===== src/rtl/sucs_pkg.sv =====
// shared types, widths, register codes and fixed-point helpers for the
// stereo utility channel strip; no dependencies
package sucs_pkg;

  // sample widths: io, internal, filter output, crossover state
  localparam int unsigned SAMPLE_W = 24;
  localparam int unsigned IW = SAMPLE_W + 4;
  localparam int unsigned LW = IW + 4;
  localparam int unsigned ZW = IW + 12;

  // shared multiplier operand and product widths
  localparam int unsigned MUL_AW = LW;
  localparam int unsigned MUL_BW = 33;
  localparam int unsigned MUL_PW = MUL_AW + MUL_BW;

  // dc blocker pole, Q0.23
  localparam int DC_POLE = 8383117;

  // wide signed type for intermediate arithmetic
  localparam int unsigned WIDE_W = MUL_PW + 1;
  typedef logic signed [WIDE_W-1:0] wide_t;

  // configuration register indexes
  typedef enum logic [2:0] {
    REG_CONTROL,
    REG_GAIN,
    REG_BAL_L,
    REG_BAL_R,
    REG_WIDTH,
    REG_LP_B0,
    REG_LP_A1,
    REG_LP_A2
  } reg_idx_t;

  // control register bit positions
  localparam int unsigned CTL_MUTE  = 0;
  localparam int unsigned CTL_INV_L = 1;
  localparam int unsigned CTL_INV_R = 2;
  localparam int unsigned CTL_DC    = 3;
  localparam int unsigned CTL_BASS  = 4;
  localparam int unsigned CTL_ROUTE_LO = 5;
  localparam int unsigned CTL_SOLO_LO  = 8;
  localparam int unsigned CTL_W = 10;

  // routing codes; the unused codes behave as stereo
  typedef enum logic [2:0] {
    ROUTE_STEREO,
    ROUTE_SWAP,
    ROUTE_LEFT,
    ROUTE_RIGHT,
    ROUTE_MONO
  } route_t;

  // solo codes; the unused code behaves as off
  typedef enum logic [1:0] {
    SOLO_OFF,
    SOLO_MID,
    SOLO_SIDE
  } solo_t;

  // round half up: add half an lsb, then floor shift
  function automatic wide_t rnd(input wide_t v, input int unsigned s);
    wide_t half;
    half = wide_t'(1) <<< (s - 1);
    return (v + half) >>> s;
  endfunction

  // saturate to a signed value of the given width
  function automatic wide_t sat(input wide_t v, input int unsigned bits);
    wide_t hi;
    wide_t lo;
    hi = (wide_t'(1) <<< (bits - 1)) - wide_t'(1);
    lo = -hi - wide_t'(1);
    if (v > hi) begin
      return hi;
    end else if (v < lo) begin
      return lo;
    end
    return v;
  endfunction

endpackage


===== src/rtl/sucs_mul.sv =====
// shared signed multiplier with a registered product
// depends on sucs_pkg for operand and product widths
module sucs_mul (
  input  logic                                  clk,
  input  logic signed [sucs_pkg::MUL_AW-1:0]    a,
  input  logic signed [sucs_pkg::MUL_BW-1:0]    b,
  output logic signed [sucs_pkg::MUL_PW-1:0]    prod_r
);
  import sucs_pkg::*;

  logic signed [MUL_PW-1:0] prod_nxt;

  // full-precision product
  assign prod_nxt = MUL_PW'(a) * MUL_PW'(b);

  // product register, one multiply issued per cycle
  always_ff @(posedge clk) begin
    prod_r <= prod_nxt;
  end

endmodule


===== config.mk =====
export PLATFORM = sky130hd
export DESIGN_NAME = sucs_mul
export DESIGN_NICKNAME = d
export VERILOG_FILES = /design/src/rtl/sucs_pkg.sv /design/src/rtl/sucs_mul.sv
export SDC_FILE = /design/constraint.sdc
export NUM_CORES = 2
export LEC_CHECK = 0
export BUFFER_PORTS_ARGS = -buffer_cell sky130_fd_sc_hd__buf_2
export CAP_MARGIN = 20
export CORE_MARGIN = 3
export CORE_UTILIZATION = 35
export CTS_CLUSTER_SIZE = 25
export DETAILED_ROUTE_END_ITERATION = 10
export GPL_TIMING_DRIVEN = 0
export PLACE_DENSITY = 0.58
export SKIP_LAST_GASP = 1
export SYNTH_ARGS = -nofsm -noshare
export SYNTH_HDL_FRONTEND = slang
export SYNTH_SLANG_ARGS = --single-unit

===== constraint.sdc =====
create_clock -name clk -period 22.8 [get_ports clk]
set_clock_uncertainty 0.2 [all_clocks]
set_input_delay 1.14 -clock clk [delete_from_list [all_inputs] [get_ports clk]]
set_output_delay 1.14 -clock clk [all_outputs]
set_load 0.02 [all_outputs]

; Yosys cells after proc, flatten, opt, wreduce, memory -nomap -nowiden
; Index checks and enable logic that the tools add are counted.
[word_totals]
elab_cells = 2
input_bits = 66
ff_bits = 65
out_inout_bits = 65
[op_classes]
multipliers = 1
[op_table]
columns = operator, n
row1 = multiplier 32 x 33 -> 65 bit, 1

; Depth between registers and ports, before layout
[depth]
depth_word = 1
ltp_mapped = 28
ltp_nobuf = 26

; Least setup slack after synthesis
; Ideal clock, no wire load.
[synth_timing]
path_kind = input to register
from = in b[32] (netlist bit)
to = reg prod_r[64] (netlist bit)
t_arrival_ns = 8.259
setup_ns = 0.072
path_slack_ns = 14.269
required_time_ns = 22.528
n_path_buf = 1
path_stages = 26
path_cell_list = clkbuf_1 -> nand2_1 -> inv_1 -> fa_1 -> inv_1 -> fa_1 -> inv_1 -> fa_1 -> fa_1 -> inv_1 -> fa_1 -> inv_1 -> fa_1 -> inv_1 -> fa_1 -> inv_1 -> fa_1 -> ha_1 -> a21o_1 -> o41ai_1 -> nand2_1 -> o21ai_0 -> nand4_1 -> a31o_2 -> a21oi_2 -> xnor2_1
[synth_between]
elab_chain_cells = 1
[synth_lines]
columns = element, line
row1 = from (decl), sucs_mul.sv:6  ; input logic signed [sucs_pkg::MUL_BW-1:0] b,
row2 = multiplier 32 x 33 -> 65 bit, sucs_mul.sv:14  ; assign prod_nxt = MUL_PW'(a) * MUL_PW'(b);
row3 = named net prod_nxt[64], sucs_mul.sv:11  ; logic signed [MUL_PW-1:0] prod_nxt;
row4 = to (signal assigned), sucs_mul.sv:18  ; prod_r <= prod_nxt;
row5 = to (decl), sucs_mul.sv:7  ; output logic signed [sucs_pkg::MUL_PW-1:0] prod_r
; The timed path passes the listed nets, and every way through them passes these cells.

; Worst setup path after layout
; Ends and elaborated chain as after synthesis.

==> flow_summary.toml <==
[run_status]
status = "finished, final reports clean"

[yosys]
yosysWarnings = 0
synth_cell_types = 59
synth_seq_area_share = 0.0338
syn_area_um2 = 38500
async_flop_share = 0
synth_nets = 5419
netlist_instances = 4055
synth_edf_count = 0
avgSynthCellArea_um2 = 9.48
ys_ff_latch = 65
ys.flop_type = "dfxtp_1"

[route]
viasPerCell = 5.00
ant_nets = 0
wl_um = 136000
firstDrtPassIters = 5
drtIter0Drc = 2188
routedWlPerCell_um = 24.2
via_count = 28100
drc = 0

[final_layout]
top_register = "prod_r"
fin_nets = 5564
drive_gt1_frac = 0.0402
syn_to_final_growth_pct = 7.14
final_cell_mix = "1112 x fa_1, 991 x inv_1, 539 x nand2_1"
top_regs = "prod_r x65"
nFillCells = 11000
largest_register_ffs = 65
fin_cells = 5616
final_common_cell = "fa_1"

[sta]
worst_pin_slew_ns = 1.05
fin_crit_sh = 0.467
maxSlewViolCount = 0
rsz0062_at_grt = "no"
max-slew-margin-rel = 0.298
max_freq_mhz = 93.9
hold_slack_ns = 0.963
fin_tns_setup_ns = 0
final_hold_viol_count = 0
setup_viol = 0
min_period_ns = 10.65

[floorplan]
die_h_um = 337
dieArea_um2 = 114000
initial_utilization = 0.356
ios = 131
chipWidth_um = 337
core_area_um2 = 108000
rows = 120

[global_route]
grt_pass1_vias = 30200
grt.total_usage = 0.250
antenna_found_initial = 17
grt_first_pass_wirelength_um = 205000
overflow = 0
grt_max_degree = 16

[placed_design]
place_inst = 5592
place_congestion = 0.986
portBuffers = 130
hpwlAfterDp_um = 119000

[clock_network]
cts_resized = 0
cts-buffers-inserted = 9
cts_setup_buffers = 0
tritoncts = "done"
cts_hold_buf = 0
h-tree-depth = 3
cts_num_sinks = 65
clockRootBuffer = "clkbuf_16"
clk_path_buf_depth = 2
path_clk_slew_ns = 0.08

[critical_path]
path_class = "in2reg"
crit_fanout = 11
critPathLaunchType = "input pin"
worstPathArrival_ns = 10.76
critical_path.endpoint_type = "register"
crit_required_ns = 22.91

[job]
cap_viol_max_count = 0

[min_path]
hold_class = "in2reg"
==> cell families after synthesis <==
group / after synthesis / share of synthesized area
AO/OA/AOI/OAI: 200 / 0.0346
flip-flops: 65 / 0.0338
adder cells (fa/ha/maj): 1298 / 0.639
AND/OR/NAND/NOR: 1218 / 0.158
buffers and inverters: 1202 / 0.118
multiplexers: 1 / 0.000293
XOR/XNOR: 71 / 0.0162
==> Yosys cell counts (8+ instances only) <==
| library cell | n | area share |
|---|---|---|
| xnor2_1 | 47 | 0.011 |
| o21ai_0 | 37 | 0.0048 |
| nor3_1 | 12 | 0.0016 |
| xor2_1 | 24 | 0.0055 |
| fa_1 | 1112 | 0.58 |
| a31oi_1 | 9 | 0.0015 |
| and2_1 | 535 | 0.087 |
| ha_1 | 186 | 0.061 |
| o31ai_1 | 8 | 0.0016 |
| dfxtp_1 | 65 | 0.034 |
| inv_1 | 991 | 0.097 |
| a21oi_1 | 60 | 0.0078 |
| nand3_1 | 19 | 0.0025 |
| nor2_1 | 65 | 0.0063 |
| nand2_1 | 539 | 0.053 |
| nand2b_1 | 14 | 0.0023 |
| clkbuf_1 | 203 | 0.020 |
| nand4_1 | 9 | 0.0015 |
| o211ai_1 | 14 | 0.0027 |
| o21bai_1 | 11 | 0.0021 |
| a21o_1 | 22 | 0.0043 |
==> through the flow <==
step	util	cell area [um^2]	worst slack, ns
2_1_floorplan	-	38500	14.27
3_3_place_gp	0.378	40900	11.18
3_5_place_dp	0.378	40900	11.43
4_1_cts	0.381	41200	11.83
5_1_grt	0.381	41200	11.57
6_report	0.381	41200	12.15
==> per-layer routing <==
layer,global-route usage,up-vias,part of all wire
li1,-,11900,-
met1,0.334,14700,0.40
met2,0.397,1234,0.46
met3,0.0612,253,0.10
met4,0.0872,10,0.041
met5,0,-,0.00052
==> critical path, cell delays in order <==
cell and delay [ns]:
buf_2 0.25, clkbuf_1 0.71, nand2_1 0.22, inv_1 0.17, fa_1 0.46, fa_1 0.50
fa_1 0.75, fa_1 1.09, inv_1 0.39, fa_1 0.58, inv_1 0.06, fa_1 0.54
inv_1 0.05, fa_1 0.48, inv_1 0.05, fa_1 0.46, ha_1 0.41, nand2_1 0.14
nor3_1 0.28, nand3_1 0.24, nor3_1 0.76, o31ai_1 0.23, buf_4 0.23, nand4_1 0.14
a31o_2 0.18, a21oi_2 0.06, xnor2_1 0.12
==> final timing paths <==
check | from | end | depth (start not counted) | slack (ns)
setup / recovery | b[32] | prod_r[64]$_DFF_P_ | 27 | 12.15
hold / removal | a[0] | prod_r[0]$_DFF_P_ | 2 | 0.96
==> layout make-up <==
class	count	area, um^2	area share
antenna	9	22.5	0.000547
buffer	211	801	0.0194
clock buffer	10	239	0.00580
clock inverter	5	32.5	0.000790
inverter	991	3720	0.0903
multi-input combinational	2788	32600	0.792
sequential	65	1300	0.0316
tap	1403	1760	0.0426
timing repair buffer	134	696	0.0169
Power is not shown: default switching activity piles up to over one toggle a cycle in this logic, so the estimate is an artifact.
